<file path="src/rtl/imu_rs_pkg.sv">
`timescale 1ns / 1ps

package imu_rs_pkg;

    localparam int GRID_RATE_HZ = 200;
    localparam int MAX_BURST    = 16;
    localparam int OUT_LIMIT    = 16;
    localparam int US_PER_S     = 1000000;

    localparam int NUM_CH  = 6;
    localparam int WEEK_W  = 16;
    localparam int TIME_W  = 40;
    localparam int CH_W    = 32;
    localparam int FRAC_W  = 16;
    localparam int Q16_ONE = 1 << FRAC_W;
    localparam int WGT_W   = FRAC_W + 1;
    localparam int DIFF_W  = CH_W + 1;
    localparam int ACC_W   = DIFF_W + WGT_W;

    localparam int LIMIT   = (MAX_BURST < OUT_LIMIT) ? MAX_BURST : OUT_LIMIT;
    localparam int BURST_W = $clog2(LIMIT + 1);

    localparam longint unsigned TIME_MAX = (64'd1 << TIME_W) - 64'd1;
    localparam longint unsigned IDX_MAX  =
        (TIME_MAX * longint'(GRID_RATE_HZ)) / longint'(US_PER_S);
    localparam int IDX_W = $clog2(IDX_MAX + 64'd1);

    localparam bit GRID_EXACT = (US_PER_S % GRID_RATE_HZ) == 0;
    localparam int PERIOD_US  = US_PER_S / GRID_RATE_HZ;

    localparam int DIV_W     = 64;
    localparam int DIV_CNT_W = $clog2(TIME_W + 1);
    localparam int MAC_CNT_W = $clog2(WGT_W + 1);

    typedef logic signed [CH_W-1:0]   t_ch;
    typedef logic signed [DIFF_W-1:0] t_diff;
    typedef logic signed [ACC_W-1:0]  t_acc;

    typedef struct packed {
        logic                 start;
        logic [TIME_W-1:0]    rem;
        logic [DIV_W-1:0]     num;
        logic [TIME_W-1:0]    dvs;
        logic [DIV_CNT_W-1:0] steps;
    } t_div_req;

    typedef struct packed {
        logic              done;
        logic [TIME_W-1:0] quot;
    } t_div_rsp;

    typedef struct packed {
        logic             start;
        logic [WGT_W-1:0] c0;
    } t_mac_req;

endpackage

</file>
<file path="src/rtl/imu_rs_if.sv">
`timescale 1ns / 1ps

interface imu_rs_in_if;
    logic                                valid;
    logic                                ready;
    logic [imu_rs_pkg::WEEK_W-1:0]       gps_week;
    logic [imu_rs_pkg::TIME_W-1:0]       sample_time_us;
    logic signed [imu_rs_pkg::CH_W-1:0]  gyro_x_in;
    logic signed [imu_rs_pkg::CH_W-1:0]  gyro_y_in;
    logic signed [imu_rs_pkg::CH_W-1:0]  gyro_z_in;
    logic signed [imu_rs_pkg::CH_W-1:0]  accel_x_in;
    logic signed [imu_rs_pkg::CH_W-1:0]  accel_y_in;
    logic signed [imu_rs_pkg::CH_W-1:0]  accel_z_in;

    modport source (
        output valid, gps_week, sample_time_us, gyro_x_in, gyro_y_in, gyro_z_in,
               accel_x_in, accel_y_in, accel_z_in,
        input  ready
    );
    modport sink (
        input  valid, gps_week, sample_time_us, gyro_x_in, gyro_y_in, gyro_z_in,
               accel_x_in, accel_y_in, accel_z_in,
        output ready
    );
endinterface

interface imu_rs_out_if;
    logic                                valid;
    logic                                ready;
    logic [imu_rs_pkg::WEEK_W-1:0]       out_week;
    logic [imu_rs_pkg::TIME_W-1:0]       grid_time_us;
    logic signed [imu_rs_pkg::CH_W-1:0]  gyro_x_out;
    logic signed [imu_rs_pkg::CH_W-1:0]  gyro_y_out;
    logic signed [imu_rs_pkg::CH_W-1:0]  gyro_z_out;
    logic signed [imu_rs_pkg::CH_W-1:0]  accel_x_out;
    logic signed [imu_rs_pkg::CH_W-1:0]  accel_y_out;
    logic signed [imu_rs_pkg::CH_W-1:0]  accel_z_out;
    logic                                burst_last;
    logic                                burst_truncated;

    modport source (
        output valid, out_week, grid_time_us, gyro_x_out, gyro_y_out, gyro_z_out,
               accel_x_out, accel_y_out, accel_z_out, burst_last, burst_truncated,
        input  ready
    );
    modport sink (
        input  valid, out_week, grid_time_us, gyro_x_out, gyro_y_out, gyro_z_out,
               accel_x_out, accel_y_out, accel_z_out, burst_last, burst_truncated,
        output ready
    );
endinterface

</file>
<file path="src/rtl/imu_rs_div.sv">
`timescale 1ns / 1ps

module imu_rs_div (
    input  logic                 i_clk,
    input  logic                 i_rst_n,
    input  imu_rs_pkg::t_div_req i_req,
    output imu_rs_pkg::t_div_rsp o_rsp
);

    logic                                r_busy;
    logic [imu_rs_pkg::DIV_CNT_W-1:0]    r_cnt;
    logic [imu_rs_pkg::TIME_W-1:0]       r_rem;
    logic [imu_rs_pkg::DIV_W-1:0]        r_num;
    logic [imu_rs_pkg::TIME_W-1:0]       r_quo;
    logic [imu_rs_pkg::TIME_W-1:0]       r_dvs;

    logic [imu_rs_pkg::TIME_W:0]         shifted;
    logic [imu_rs_pkg::TIME_W+1:0]       trial;
    logic                                ge;

    // restoring division, one quotient bit per cycle
    assign shifted = {r_rem, r_num[imu_rs_pkg::DIV_W-1]};
    assign trial   = {1'b0, shifted} - {2'b00, r_dvs};
    assign ge      = ~trial[imu_rs_pkg::TIME_W+1];

    always_ff @(posedge i_clk) begin
        if (!i_rst_n) begin
            r_busy <= 1'b0;
            r_cnt  <= '0;
        end else if (i_req.start) begin
            r_busy <= 1'b1;
            r_cnt  <= i_req.steps;
        end else if (r_busy) begin
            if (r_cnt != '0) begin
                r_cnt <= r_cnt - 1'b1;
            end else begin
                r_busy <= 1'b0;
            end
        end
    end

    always_ff @(posedge i_clk) begin
        if (i_req.start) begin
            r_rem <= i_req.rem;
            r_num <= i_req.num;
            r_dvs <= i_req.dvs;
            r_quo <= '0;
        end else if (r_busy && (r_cnt != '0)) begin
            r_rem <= ge ? trial[imu_rs_pkg::TIME_W-1:0] : shifted[imu_rs_pkg::TIME_W-1:0];
            r_num <= {r_num[imu_rs_pkg::DIV_W-2:0], 1'b0};
            r_quo <= {r_quo[imu_rs_pkg::TIME_W-2:0], ge};
        end
    end

    assign o_rsp.done = r_busy && (r_cnt == '0);
    assign o_rsp.quot = r_quo;

endmodule

</file>
<file path="src/rtl/imu_rs_mac.sv">
`timescale 1ns / 1ps

module imu_rs_mac (
    input  logic                 i_clk,
    input  logic                 i_rst_n,
    input  imu_rs_pkg::t_mac_req i_req,
    input  imu_rs_pkg::t_ch      i_prev [imu_rs_pkg::NUM_CH],
    input  imu_rs_pkg::t_diff    i_diff [imu_rs_pkg::NUM_CH],
    output logic                 o_done,
    output imu_rs_pkg::t_ch      o_res  [imu_rs_pkg::NUM_CH]
);

    logic                                r_busy;
    logic                                r_done;
    logic [imu_rs_pkg::MAC_CNT_W-1:0]    r_cnt;
    logic [imu_rs_pkg::WGT_W-1:0]        r_c0;
    imu_rs_pkg::t_acc                    r_acc [imu_rs_pkg::NUM_CH];
    imu_rs_pkg::t_ch                     r_res [imu_rs_pkg::NUM_CH];

    imu_rs_pkg::t_acc                    rnd   [imu_rs_pkg::NUM_CH];
    imu_rs_pkg::t_ch                     n_res [imu_rs_pkg::NUM_CH];

    // out = prev + round(c0 * (new - prev) / 2^16), weight taken MSB first
    always_comb begin
        for (int k = 0; k < imu_rs_pkg::NUM_CH; k++) begin
            rnd[k]   = r_acc[k] + imu_rs_pkg::ACC_W'(imu_rs_pkg::Q16_ONE / 2);
            n_res[k] = i_prev[k] + imu_rs_pkg::CH_W'(rnd[k] >>> imu_rs_pkg::FRAC_W);
        end
    end

    always_ff @(posedge i_clk) begin
        if (!i_rst_n) begin
            r_busy <= 1'b0;
            r_done <= 1'b0;
            r_cnt  <= '0;
        end else if (i_req.start) begin
            r_busy <= 1'b1;
            r_done <= 1'b0;
            r_cnt  <= imu_rs_pkg::MAC_CNT_W'(imu_rs_pkg::WGT_W);
        end else if (r_busy) begin
            if (r_cnt != '0) begin
                r_cnt <= r_cnt - 1'b1;
            end else begin
                r_busy <= 1'b0;
                r_done <= 1'b1;
            end
        end else begin
            r_done <= 1'b0;
        end
    end

    always_ff @(posedge i_clk) begin
        if (i_req.start) begin
            r_c0 <= i_req.c0;
            for (int k = 0; k < imu_rs_pkg::NUM_CH; k++) begin
                r_acc[k] <= '0;
            end
        end else if (r_busy && (r_cnt != '0)) begin
            r_c0 <= {r_c0[imu_rs_pkg::WGT_W-2:0], 1'b0};
            for (int k = 0; k < imu_rs_pkg::NUM_CH; k++) begin
                r_acc[k] <= (r_acc[k] <<< 1)
                          + (r_c0[imu_rs_pkg::WGT_W-1] ? imu_rs_pkg::ACC_W'(i_diff[k]) : '0);
            end
        end else if (r_busy) begin
            for (int k = 0; k < imu_rs_pkg::NUM_CH; k++) begin
                r_res[k] <= n_res[k];
            end
        end
    end

    assign o_done = r_done;
    assign o_res  = r_res;

endmodule

</file>
<file path="src/rtl/imu_linear_resampler.sv">
`timescale 1ns / 1ps
// Port     Dir  Handshake            Carries
// i_samp   in   valid/ready (sink)   week, time (us), three gyro, three accel
// o_grid   out  valid/ready (source) week, grid time, six channels, last, truncated
//
// A request runs the accept and the 28-step bit-serial grid index divide, then for
// each of the k grid points emitted (k = 0..16) the weight divide and the 17-step
// serial interpolation, with a grid time divide first when the grid period is not a
// whole number of microseconds. Synchronous active-low reset clears the state and
// the valid flags. A full output register stalls only the final load of each point.

module imu_linear_resampler (
    input  logic          i_clk,
    input  logic          i_rst_n,
    imu_rs_in_if.sink     i_samp,
    imu_rs_out_if.source  o_grid
);

    typedef enum logic [7:0] {
        S_IDLE = 8'b0000_0001,
        S_IDX  = 8'b0000_0010,
        S_GRID = 8'b0000_0100,
        S_GDIV = 8'b0000_1000,
        S_WGO  = 8'b0001_0000,
        S_WDIV = 8'b0010_0000,
        S_MAC  = 8'b0100_0000,
        S_EMIT = 8'b1000_0000
    } t_state;

    t_state                               r_state, n_state;

    logic [imu_rs_pkg::WEEK_W-1:0]        r_week;
    logic [imu_rs_pkg::TIME_W-1:0]        r_t_new;
    imu_rs_pkg::t_ch                      r_cur     [imu_rs_pkg::NUM_CH];
    logic                                 r_have_prev;
    logic [imu_rs_pkg::TIME_W-1:0]        r_t_prev;
    logic [imu_rs_pkg::IDX_W-1:0]         r_prev_idx;
    imu_rs_pkg::t_ch                      r_prev_ch [imu_rs_pkg::NUM_CH];
    logic [imu_rs_pkg::IDX_W-1:0]         r_n_new;
    logic [imu_rs_pkg::TIME_W-1:0]        r_dt;
    imu_rs_pkg::t_diff                    r_diff    [imu_rs_pkg::NUM_CH];
    logic [imu_rs_pkg::BURST_W-1:0]       r_emit;
    logic [imu_rs_pkg::BURST_W-1:0]       r_i;
    logic                                 r_trunc;
    logic [imu_rs_pkg::TIME_W-1:0]        r_g;

    logic                                 r_out_valid;
    logic [imu_rs_pkg::WEEK_W-1:0]        r_out_week;
    logic [imu_rs_pkg::TIME_W-1:0]        r_out_time;
    imu_rs_pkg::t_ch                      r_out_ch  [imu_rs_pkg::NUM_CH];
    logic                                 r_out_last;
    logic                                 r_out_trunc;

    imu_rs_pkg::t_div_req                 div_req;
    imu_rs_pkg::t_div_rsp                 div_rsp;
    imu_rs_pkg::t_mac_req                 mac_req;
    logic                                 mac_done;
    imu_rs_pkg::t_ch                      mac_res   [imu_rs_pkg::NUM_CH];

    logic                                 accept;
    logic                                 can_load;
    logic                                 go;
    logic                                 is_last;
    logic [imu_rs_pkg::IDX_W-1:0]         n_idx;
    logic [imu_rs_pkg::IDX_W-1:0]         total;
    logic [imu_rs_pkg::IDX_W-1:0]         n_cur;
    logic [imu_rs_pkg::TIME_W-1:0]        off_raw;
    logic [imu_rs_pkg::TIME_W-1:0]        off;
    logic [imu_rs_pkg::DIV_W-1:0]         wgt_num;

    function automatic imu_rs_pkg::t_div_req div_load(
        input logic [imu_rs_pkg::DIV_W-1:0]  num,
        input logic [imu_rs_pkg::TIME_W-1:0] dvs,
        input int                            steps
    );
        imu_rs_pkg::t_div_req req;
        req.start = 1'b1;
        req.rem   = imu_rs_pkg::TIME_W'(num >> steps);
        req.num   = num << (imu_rs_pkg::DIV_W - steps);
        req.dvs   = dvs;
        req.steps = imu_rs_pkg::DIV_CNT_W'(steps);
        return req;
    endfunction

    assign accept   = i_samp.valid && (r_state == S_IDLE);
    assign can_load = !r_out_valid || o_grid.ready;
    assign n_idx    = div_rsp.quot[imu_rs_pkg::IDX_W-1:0];
    assign total    = n_idx - r_prev_idx;
    assign go       = r_have_prev && (r_t_new > r_t_prev) && (n_idx != r_prev_idx);
    assign n_cur    = r_n_new - imu_rs_pkg::IDX_W'(r_i);
    assign is_last  = (r_i + imu_rs_pkg::BURST_W'(1)) == r_emit;
    assign off_raw  = (r_g > r_t_prev) ? (r_g - r_t_prev) : '0;
    assign off      = (off_raw > r_dt) ? r_dt : off_raw;
    assign wgt_num  = (imu_rs_pkg::DIV_W'(off) << imu_rs_pkg::FRAC_W)
                    + imu_rs_pkg::DIV_W'(r_dt >> 1);

    always_comb begin
        n_state       = r_state;
        div_req       = '0;
        mac_req.start = 1'b0;
        mac_req.c0    = (div_rsp.quot > imu_rs_pkg::TIME_W'(imu_rs_pkg::Q16_ONE))
                      ? imu_rs_pkg::WGT_W'(imu_rs_pkg::Q16_ONE)
                      : div_rsp.quot[imu_rs_pkg::WGT_W-1:0];
        unique case (r_state)
            S_IDLE: begin
                if (accept) begin
                    div_req = div_load(
                        imu_rs_pkg::DIV_W'(i_samp.sample_time_us)
                            * imu_rs_pkg::DIV_W'(imu_rs_pkg::GRID_RATE_HZ),
                        imu_rs_pkg::TIME_W'(imu_rs_pkg::US_PER_S),
                        imu_rs_pkg::IDX_W);
                    n_state = S_IDX;
                end
            end
            S_IDX: begin
                if (div_rsp.done) begin
                    n_state = go ? S_GRID : S_IDLE;
                end
            end
            S_GRID: begin
                if (imu_rs_pkg::GRID_EXACT) begin
                    n_state = S_WGO;
                end else begin
                    div_req = div_load(
                        imu_rs_pkg::DIV_W'(n_cur) * imu_rs_pkg::DIV_W'(imu_rs_pkg::US_PER_S),
                        imu_rs_pkg::TIME_W'(imu_rs_pkg::GRID_RATE_HZ),
                        imu_rs_pkg::TIME_W);
                    n_state = S_GDIV;
                end
            end
            S_GDIV: begin
                if (div_rsp.done) begin
                    n_state = S_WGO;
                end
            end
            S_WGO: begin
                div_req = div_load(wgt_num, r_dt, imu_rs_pkg::WGT_W);
                n_state = S_WDIV;
            end
            S_WDIV: begin
                if (div_rsp.done) begin
                    mac_req.start = 1'b1;
                    n_state       = S_MAC;
                end
            end
            S_MAC: begin
                if (mac_done) begin
                    n_state = S_EMIT;
                end
            end
            S_EMIT: begin
                if (can_load) begin
                    n_state = is_last ? S_IDLE : S_GRID;
                end
            end
            default: n_state = S_IDLE;
        endcase
    end

    always_ff @(posedge i_clk) begin
        if (!i_rst_n) begin
            r_state     <= S_IDLE;
            r_have_prev <= 1'b0;
            r_out_valid <= 1'b0;
        end else begin
            r_state <= n_state;
            if ((r_state == S_IDX) && div_rsp.done && !go) begin
                r_have_prev <= 1'b1;
            end
            if ((r_state == S_EMIT) && can_load) begin
                r_out_valid <= 1'b1;
            end else if (o_grid.ready) begin
                r_out_valid <= 1'b0;
            end
        end
    end

    always_ff @(posedge i_clk) begin
        if (accept) begin
            r_week   <= i_samp.gps_week;
            r_t_new  <= i_samp.sample_time_us;
            r_cur[0] <= i_samp.gyro_x_in;
            r_cur[1] <= i_samp.gyro_y_in;
            r_cur[2] <= i_samp.gyro_z_in;
            r_cur[3] <= i_samp.accel_x_in;
            r_cur[4] <= i_samp.accel_y_in;
            r_cur[5] <= i_samp.accel_z_in;
        end

        if ((r_state == S_IDX) && div_rsp.done) begin
            if (go) begin
                r_n_new <= n_idx;
                r_dt    <= r_t_new - r_t_prev;
                r_i     <= '0;
                r_trunc <= total > imu_rs_pkg::IDX_W'(imu_rs_pkg::LIMIT);
                r_emit  <= (total < imu_rs_pkg::IDX_W'(imu_rs_pkg::LIMIT))
                         ? total[imu_rs_pkg::BURST_W-1:0]
                         : imu_rs_pkg::BURST_W'(imu_rs_pkg::LIMIT);
                for (int k = 0; k < imu_rs_pkg::NUM_CH; k++) begin
                    r_diff[k] <= imu_rs_pkg::DIFF_W'(r_cur[k])
                               - imu_rs_pkg::DIFF_W'(r_prev_ch[k]);
                end
            end else begin
                r_t_prev   <= r_t_new;
                r_prev_idx <= n_idx;
                r_prev_ch  <= r_cur;
            end
        end

        if (r_state == S_GRID && imu_rs_pkg::GRID_EXACT) begin
            r_g <= imu_rs_pkg::TIME_W'(imu_rs_pkg::DIV_W'(n_cur)
                                       * imu_rs_pkg::DIV_W'(imu_rs_pkg::PERIOD_US));
        end else if ((r_state == S_GDIV) && div_rsp.done) begin
            r_g <= div_rsp.quot;
        end

        if ((r_state == S_EMIT) && can_load) begin
            r_out_week  <= r_week;
            r_out_time  <= r_g;
            r_out_ch    <= mac_res;
            r_out_last  <= is_last;
            r_out_trunc <= r_trunc;
            if (is_last) begin
                r_t_prev   <= r_t_new;
                r_prev_idx <= r_n_new;
                r_prev_ch  <= r_cur;
            end else begin
                r_i <= r_i + imu_rs_pkg::BURST_W'(1);
            end
        end
    end

    imu_rs_div u_div (
        .i_clk   (i_clk),
        .i_rst_n (i_rst_n),
        .i_req   (div_req),
        .o_rsp   (div_rsp)
    );

    imu_rs_mac u_mac (
        .i_clk   (i_clk),
        .i_rst_n (i_rst_n),
        .i_req   (mac_req),
        .i_prev  (r_prev_ch),
        .i_diff  (r_diff),
        .o_done  (mac_done),
        .o_res   (mac_res)
    );

    assign i_samp.ready           = (r_state == S_IDLE);
    assign o_grid.valid           = r_out_valid;
    assign o_grid.out_week        = r_out_week;
    assign o_grid.grid_time_us    = r_out_time;
    assign o_grid.gyro_x_out      = r_out_ch[0];
    assign o_grid.gyro_y_out      = r_out_ch[1];
    assign o_grid.gyro_z_out      = r_out_ch[2];
    assign o_grid.accel_x_out     = r_out_ch[3];
    assign o_grid.accel_y_out     = r_out_ch[4];
    assign o_grid.accel_z_out     = r_out_ch[5];
    assign o_grid.burst_last      = r_out_last;
    assign o_grid.burst_truncated = r_out_trunc;

endmodule

</file>
<file path="src/flat_wrapper.sv">
// flat-port wrapper written by rule: the top's interface ports become plain ports
module imu_linear_resampler_flat 
  (i_clk, i_rst_n, i_samp_valid, i_samp_gps_week, i_samp_sample_time_us, i_samp_gyro_x_in, i_samp_gyro_y_in, i_samp_gyro_z_in, i_samp_accel_x_in, i_samp_accel_y_in, i_samp_accel_z_in, i_samp_ready, o_grid_valid, o_grid_out_week, o_grid_grid_time_us, o_grid_gyro_x_out, o_grid_gyro_y_out, o_grid_gyro_z_out, o_grid_accel_x_out, o_grid_accel_y_out, o_grid_accel_z_out, o_grid_burst_last, o_grid_burst_truncated, o_grid_ready);
  imu_rs_in_if i_samp_i ();
  imu_rs_out_if o_grid_i ();
  input  logic i_clk;
  input  logic i_rst_n;
  input wire logic [$bits(i_samp_i.valid)-1:0] i_samp_valid;
  input wire logic [$bits(i_samp_i.gps_week)-1:0] i_samp_gps_week;
  input wire logic [$bits(i_samp_i.sample_time_us)-1:0] i_samp_sample_time_us;
  input wire logic [$bits(i_samp_i.gyro_x_in)-1:0] i_samp_gyro_x_in;
  input wire logic [$bits(i_samp_i.gyro_y_in)-1:0] i_samp_gyro_y_in;
  input wire logic [$bits(i_samp_i.gyro_z_in)-1:0] i_samp_gyro_z_in;
  input wire logic [$bits(i_samp_i.accel_x_in)-1:0] i_samp_accel_x_in;
  input wire logic [$bits(i_samp_i.accel_y_in)-1:0] i_samp_accel_y_in;
  input wire logic [$bits(i_samp_i.accel_z_in)-1:0] i_samp_accel_z_in;
  output wire logic [$bits(i_samp_i.ready)-1:0] i_samp_ready;
  output wire logic [$bits(o_grid_i.valid)-1:0] o_grid_valid;
  output wire logic [$bits(o_grid_i.out_week)-1:0] o_grid_out_week;
  output wire logic [$bits(o_grid_i.grid_time_us)-1:0] o_grid_grid_time_us;
  output wire logic [$bits(o_grid_i.gyro_x_out)-1:0] o_grid_gyro_x_out;
  output wire logic [$bits(o_grid_i.gyro_y_out)-1:0] o_grid_gyro_y_out;
  output wire logic [$bits(o_grid_i.gyro_z_out)-1:0] o_grid_gyro_z_out;
  output wire logic [$bits(o_grid_i.accel_x_out)-1:0] o_grid_accel_x_out;
  output wire logic [$bits(o_grid_i.accel_y_out)-1:0] o_grid_accel_y_out;
  output wire logic [$bits(o_grid_i.accel_z_out)-1:0] o_grid_accel_z_out;
  output wire logic [$bits(o_grid_i.burst_last)-1:0] o_grid_burst_last;
  output wire logic [$bits(o_grid_i.burst_truncated)-1:0] o_grid_burst_truncated;
  input wire logic [$bits(o_grid_i.ready)-1:0] o_grid_ready;
  assign i_samp_i.valid = i_samp_valid;
  assign i_samp_i.gps_week = i_samp_gps_week;
  assign i_samp_i.sample_time_us = i_samp_sample_time_us;
  assign i_samp_i.gyro_x_in = i_samp_gyro_x_in;
  assign i_samp_i.gyro_y_in = i_samp_gyro_y_in;
  assign i_samp_i.gyro_z_in = i_samp_gyro_z_in;
  assign i_samp_i.accel_x_in = i_samp_accel_x_in;
  assign i_samp_i.accel_y_in = i_samp_accel_y_in;
  assign i_samp_i.accel_z_in = i_samp_accel_z_in;
  assign i_samp_ready = i_samp_i.ready;
  assign o_grid_valid = o_grid_i.valid;
  assign o_grid_out_week = o_grid_i.out_week;
  assign o_grid_grid_time_us = o_grid_i.grid_time_us;
  assign o_grid_gyro_x_out = o_grid_i.gyro_x_out;
  assign o_grid_gyro_y_out = o_grid_i.gyro_y_out;
  assign o_grid_gyro_z_out = o_grid_i.gyro_z_out;
  assign o_grid_accel_x_out = o_grid_i.accel_x_out;
  assign o_grid_accel_y_out = o_grid_i.accel_y_out;
  assign o_grid_accel_z_out = o_grid_i.accel_z_out;
  assign o_grid_burst_last = o_grid_i.burst_last;
  assign o_grid_burst_truncated = o_grid_i.burst_truncated;
  assign o_grid_i.ready = o_grid_ready;
  imu_linear_resampler u_core (.i_clk(i_clk), .i_rst_n(i_rst_n), .i_samp(i_samp_i), .o_grid(o_grid_i));
endmodule
</file>
<file path="config.mk">
export PLATFORM = sky130hd
export DESIGN_NAME = imu_linear_resampler_flat
export DESIGN_NICKNAME = d
export VERILOG_FILES = /design/src/rtl/imu_rs_pkg.sv /design/src/rtl/imu_rs_if.sv /design/src/rtl/imu_rs_div.sv /design/src/rtl/imu_rs_mac.sv /design/src/rtl/imu_linear_resampler.sv /design/src/flat_wrapper.sv
export SDC_FILE = /design/constraint.sdc
export NUM_CORES = 2
export LEC_CHECK = 0
export ABC_CLOCK_PERIOD_IN_PS = 18600
export BUFFER_PORTS_ARGS = -buffer_cell sky130_fd_sc_hd__buf_4
export CAP_MARGIN = 20
export CELL_PAD_IN_SITES_DETAIL_PLACEMENT = 1
export CELL_PAD_IN_SITES_GLOBAL_PLACEMENT = 1
export CORE_AREA = 2 2 476 478
export CTS_CLUSTER_DIAMETER = 150
export CTS_CLUSTER_SIZE = 20
export DETAILED_ROUTE_END_ITERATION = 10
export DIE_AREA = 0 0 478 480
export PLACE_DENSITY = 0.89
export SLEW_MARGIN = 20
export SYNTH_ARGS = -nofsm -noshare
export SYNTH_HDL_FRONTEND = slang
export SYNTH_SLANG_ARGS = --single-unit
export TNS_END_PERCENT = 5
</file>
<file path="constraint.sdc">
create_clock -name i_clk -period 18.6 [get_ports i_clk]
set_input_delay 2.79 -clock i_clk [delete_from_list [all_inputs] [get_ports i_clk]]
set_output_delay 2.79 -clock i_clk [all_outputs]
set_load 0.01 [all_outputs]
</file>
# Word-level counts from Yosys, hierarchy flattened
# Memories as Yosys holds them, arrays and structs flattened.
# Cells that the tools add are included.
[word_totals]
ramBits = 300
n_memories = 1
register_bits = 1492
input_bits = 252
output_inout_bits = 252
elab_cells = 232
[mem_list]
columns = ["memory", "words", "word_bits", "rd", "rd_clocked_by_memory_dff", "wr", "line", "text"]
rows = [
  ["u_core.u_mac.r_acc", 6, 50, 6, 0, 6, "imu_rs_mac.sv:17", "imu_rs_pkg::t_acc r_acc [imu_rs_pkg::NUM_CH];"],
]
[op_classes]
bitwise_logic = 11
n_reduce_logical = 32
n_addsub = 33
multipliers = 2
order_cmp = 6
mux = 72
n_eq_ne = 16
[ops]
columns = ["op", "count"]
rows = [
  ["$mux 192", 4],
  ["$mux 50", 12],
  ["$mux 40", 11],
  ["$pmux 151 s2", 1],
  ["$add 50x50->50", 6],
  ["$add 48x17->48 const B", 6],
  ["$sub 32x32->33", 6],
  ["$add 32x32->32", 6],
  ["$mux 151", 1],
  ["$mux 64", 2],
  ["$gt 40x40->1", 3],
  ["$mux 28", 4],
  ["$sub 40x40->40", 2],
  ["$pmux 8 s8", 1],
  ["$add 56x39->57", 1],
  ["$mux 17", 3],
  ["$mux 8", 6],
  ["$mul 40x5->45 const B", 1],
  ["$sub 41x40->42", 1],
  ["$gt 40x17->1 const B", 1],
  ["$mul 28x10->37 const B", 1],
  ["$mux 5", 7],
  ["$gt 28x5->1 const B", 1],
  ["$lt 28x5->1 const B", 1],
  ["other kinds (34)", 84],
]

# Longest topological paths before layout
[depth]
word_depth = 8
ltp_mapped = 41
ltp_nobuf = 35

# Modules after synthesis
# A second synthesis with hierarchy kept.
[hier_totals]
cells_unflattened = 11839
area_unflattened_um2 = 117326.3
[by_module_without_submodules]
columns = ["module", "cells_per_inst", "n_inst", "seq_area_each_um2", "area_per_inst_um2"]
rows = [
  ["imu_linear_resampler", 5863, 1, 29628.4, 61661.6],
  ["imu_rs_mac", 5048, 1, 15064.4, 45543.7],
  ["imu_rs_div", 928, 1, 5265.0, 10121.0],
]

# Worst setup path after synthesis
# OpenSTA, ideal clock, no wires.
[synth_timing]
path_type = "input to register"
startpoint = "input port o_grid_ready"
endpoint = "register u_core.r_prev_ch[128] (netlist name)"
arrival_time_ns = 15.416
cell_stages = 7
required_ns = 18.477
n_path_buf = 2
setup_slack_ns = 3.061
path_cell_list = "nand2b_1 nor2b_1 and2_0 or2_1 buf_4 buf_4 mux2_1"
[synth_via]
elab_chain_len = 3
[synth_lines]
columns = ["item", "line", "text"]
rows = [
  ["start: declaration", "flat_wrapper.sv:29", "input wire logic [$bits(o_grid_i.ready)-1:0] o_grid_ready;"],
  ["$logic_or 1x1->1", "imu_linear_resampler.sv:86", "assign can_load = !r_out_valid || o_grid.ready;"],
  ["$logic_and 1x1->1", "imu_linear_resampler.sv:217", "if ((r_state == S_EMIT) && can_load) begin"],
  ["$mux 192", "imu_linear_resampler.sv:217", ""],
  ["end signal: assignment", "imu_linear_resampler.sv:206", "r_prev_ch <= r_cur;"],
  ["end signal: assignment", "imu_linear_resampler.sv:226", "r_prev_ch <= r_cur;"],
  ["end: declaration", "imu_linear_resampler.sv:38", "imu_rs_pkg::t_ch r_prev_ch [imu_rs_pkg::NUM_CH];"],
]
# No other way between the ends.
# A chain may end at the register's enable or synchronous reset.

# Final worst setup path
[layout_timing]
startpoint = "register u_core.r_g[23] (netlist name)"
endpoint = "register u_core.u_div.r_rem[35] (netlist name), data pin"
[layout_via]
elab_chain_len = 7
elab_cells_between_ends = 8
[layout_lines]
columns = ["item", "line", "text"]
rows = [
  ["start: declaration", "imu_linear_resampler.sv:45", "logic [imu_rs_pkg::TIME_W-1:0] r_g;"],
  ["start signal: assignment", "imu_linear_resampler.sv:211", "r_g <= imu_rs_pkg::TIME_W'(imu_rs_pkg::DIV_W'(n_cur)"],
  ["start signal: assignment", "imu_linear_resampler.sv:214", "r_g <= div_rsp.quot;"],
  ["$sub 40x40->40 / $gt 40x40->1 (equally long branches)", "imu_linear_resampler.sv:92", "assign off_raw = (r_g > r_t_prev) ? (r_g - r_t_prev) : '0;"],
  ["$mux 40 (*)", "imu_linear_resampler.sv:92", ""],
  ["$gt 40x40->1", "imu_linear_resampler.sv:93", "assign off = (off_raw > r_dt) ? r_dt : off_raw;"],
  ["$mux 40 (*)", "imu_linear_resampler.sv:93", ""],
  ["$add 56x39->57 (*)", "imu_linear_resampler.sv:95", "+ imu_rs_pkg::DIV_W'(r_dt >> 1);"],
  ["$pmux 151 s2 (*)", "imu_linear_resampler.sv:104", "unique case (r_state)"],
  ["$mux 40 (*)", "imu_rs_div.sv:43", "if (i_req.start) begin"],
  ["end signal: assignment", "imu_rs_div.sv:44", "r_rem <= i_req.rem;"],
  ["end signal: assignment", "imu_rs_div.sv:49", "r_rem <= ge ? trial[imu_rs_pkg::TIME_W-1:0] : shifted[imu_rs_pkg::TIME_W-1:0];"],
  ["end: declaration", "imu_rs_div.sv:12", "logic [imu_rs_pkg::TIME_W-1:0] r_rem;"],
]
# Mark *: on every way between the ends. The rest lies on a longest branch, timed or not.

==> out/metrics.yaml <==
timing:
  finalCritPeriodShare_pct: 52.9
  finalClockSkew_ns: 0.0415
  rsz0062_at_grt: "false"
  setup_violations: 0
  layout_setup_ws_ns: 8.77
  tightest_slew_ns: 1.55
  finalHoldViolCount: 0
  fin_tns_setup_ns: 0
  maxSlewHeadroom_pct: -3.06
  holdWs_ns: 0.412
  fin_crit_ns: 9.83
  max_freq_mhz: 102
  report.final.slew_viol_count: 45
setup_path:
  r2r_end: "u_core.u_div.r_rem[35]"
  crit_required_ns: 19.08
  criticalPathCategory: "reg2reg"
  critPathCaptureType: "flop"
  cp.arrival_ns: 10.31
  r2r_slack_ns: 8.77
  worstPathMaxFanout: 66
  critPathLaunchType: "flop"
  r2r_cells: 32
  cp_common_cell: "a21o_1"
  slowest_stage: "buf_4"
  slowest_delay_ns: 0.58
  rr_startpoint: "u_core.r_g[23]"
final_layout:
  drive_above_1_share_pct: 7.00
  fin_nets: 12900
  mostFrequentLayoutCells: "edfxtp_1, ha_1, inv_1"
  layout_commonest_cell: "edfxtp_1"
  syn_to_final_growth_pct: 8.91
  finalNonFillerCells: 14500
  fin_util_pct: 54.2
die:
  die_w_microns: 478
  fp-row-count: 174
  dieArea_sq_mm: 0.229
  core_sq_mm: 0.224
  io_pins: 504
  start_util_pct: 49.7
  dieHeight_microns: 480
drt:
  routed_via_density: 6.03
  routed_wl_mm: 347
  wire_per_inst_microns: 23.9
  ant_nets: 0
  drt_iter0_drc: 6470
  firstDrtPassIters: 6
  drc: 0
  dr_total_vias: 87600
pwr:
  p_leak_uw: 0.0528
  power_density_mw_per_mm2: 125
  ir_drop_mv: 0.397
worst_hold_path:
  hold_depth: 0
  worstHoldEndpoint: "u_core.o_grid.out_week[5]"
  hold_class: "reg2reg"
  min_from: "u_core.r_week[5]"
cts:
  cts_resized: 0
  numCtsBuffers: 97
  cts_tree: "yes"
  ctsHoldBuffers: 0
  h-tree-depth: 3
  clock_latency_ns: 0.80
  clockBufferDepth: 3
  clock_sinks: 1734
  cts_root_buffer: "clkbuf_16"
  cts.clk_slew.worst_paths_ns: 0.09
  post_cts_buffers: 0
run:
  maxCapViolCount: 0
synthesis:
  synthAdderAreaFrac_pct: 14.8
  synthSimpleGateAreaFrac_pct: 13.0
  async_flop_share_pct: 0
  synth_cell_types: 105
  synth.area.mux_share_pct: 0.584
  synth_top_family_by_area: "compound AO/OA/AOI/OAI gates"
  synthFlopType: "edfxtp_1"
  synth_seq_cells: 1734
  ys_warn_count: 0
  synth_edf_count: 1406
  avgSynthCellArea_sq_um: 10.1
  synth_xor_xnor_area_share_pct: 7.69
  syn-cell-area_sq_mm: 0.111
  seq_area_frac_synth_pct: 43.8
  synth_compound_area_share_pct: 16.3
  netlist_instances: 11000
grt:
  grt_pass1_wl_mm: 538
  globalRouteMet3Util_pct: 2.80
  grt_max_degree: 191
  grt_usage_pct: 29.5
  grt_pass1_vias: 93200
  antenna_found_initial: 14
  grt-busiest-layer: "met2"
  use_met1_pct: 37.6
  met2_usage_pct: 51.7
  grt_remaining_overflow: 0
placed_design:
  dp_slack_ns: 8.99
  numPortBuffers: 500
  gp_congestion: 0.910
  placed_cells: 14300
  hpwl_mm: 263
run_status:
  status: "complete, but fails checks"
  violations: "max-slew violations"
==> metal layers <==
metal	vias to the layer above	share of wire, %
li1	40500	-
met1	44000	42
met2	2474	49
met3	627	4.8
met4	8	4.2
met5	-	0.012
==> cells in the mapped netlist (43+ instances only) <==
master | n | share of area, %
inv_1 | 901 | 3.0
xnor2_1 | 660 | 5.2
o211ai_1 | 46 | 0.31
nand2b_1 | 141 | 0.79
ha_1 | 1108 | 12
nor2b_1 | 133 | 0.75
xor2_1 | 318 | 2.5
o31ai_1 | 43 | 0.29
a21oi_1 | 764 | 3.4
a21o_1 | 384 | 2.6
nand4_1 | 91 | 0.51
nand3_1 | 266 | 1.2
o21a_1 | 136 | 0.92
fa_1 | 129 | 2.3
dfxtp_1 | 328 | 5.9
clkbuf_1 | 179 | 0.60
o21bai_1 | 112 | 0.75
nand2_1 | 634 | 2.1
o21ai_1 | 96 | 0.43
a211oi_1 | 75 | 0.51
nor3_1 | 176 | 0.79
and2_1 | 252 | 1.4
edfxtp_1 | 1406 | 38
or3_1 | 43 | 0.24
a31oi_1 | 69 | 0.39
and3_1 | 150 | 0.84
o21ai_0 | 810 | 3.6
nor2_1 | 885 | 3.0
==> kinds of logic after synthesis <==
logic type,Yosys count
mux,61
xor+xnor,978
compound gates,2909
fa+ha+maj,1237
simple gates,2967
flops,1734
other cells,1
buf+inv,1140
==> registers in the layout (all words and copies together) (netlist names), 192 cells and up <==
| name | count |
|---|---|
| u_core.r_cur | 192 |
| u_core.r_diff | 198 |
| u_core.r_prev_ch | 192 |
| u_core.u_mac.o_res | 192 |
| u_core.u_mac.r_acc | 288 |
==> critical path: cells and delay by family, from the launching register on <==
| kind | cells | cell delay, ns |
|---|---|---|
| flip-flops | 1 | 0.41 |
| XOR/XNOR | 1 | 0.16 |
| buffers and inverters | 2 | 1.09 |
| AND/OR/NAND/NOR | 10 | 2.29 |
| multiplexers | 1 | 0.45 |
| AO/OA/AOI/OAI | 15 | 3.77 |
| adder cells (fa/ha/maj) | 3 | 1.25 |
==> final cells by class <==
| class | count | area, sq um |
|---|---|---|
| timing repair buffer | 553 | 4210 |
| antenna | 7 | 17.5 |
| fill | 24700 | 103000 |
| sequential | 1734 | 48800 |
| clock buffer | 174 | 2770 |
| clock inverter | 5 | 66.3 |
| inverter | 903 | 3400 |
| multi-input combinational | 8155 | 58300 |
| tap | 2992 | 3740 |
==> per-stage QoR <==
step                      area [sq um]  power, uW
final                           121000      15200
after global routing            121000      16100
after CTS                       121000      15100
after detailed placement        118000      12700
after global placement          118000      12200
after floorplan                 111000      10600
==> worst max path at each step <==
stage               cells past startpoint                start  slack, ns                endpoint
finish                                 32       u_core.r_g[23]       8.77  u_core.u_div.r_rem[35]
global route                           37  u_core.r_t_prev[22]       8.29  u_core.u_div.r_rem[35]
CTS                                    32       u_core.r_g[23]       9.00  u_core.u_div.r_rem[35]
detailed placement                     32       u_core.r_g[23]       8.99  u_core.u_div.r_rem[33]
global placement                       36       u_core.r_g[22]       9.16  u_core.u_div.r_rem[33]
floorplan                               7         o_grid_ready       3.06   u_core.r_prev_ch[128]
==> power by group <==
part           leakage, uW  total (uW)  internal [uW]  switching, uW
registers           0.0162        5470           5110            356
clock network      0.00134        2390           1020           1370
logic               0.0352        7300           2870           4430
(Power assumes the default switching activity.)
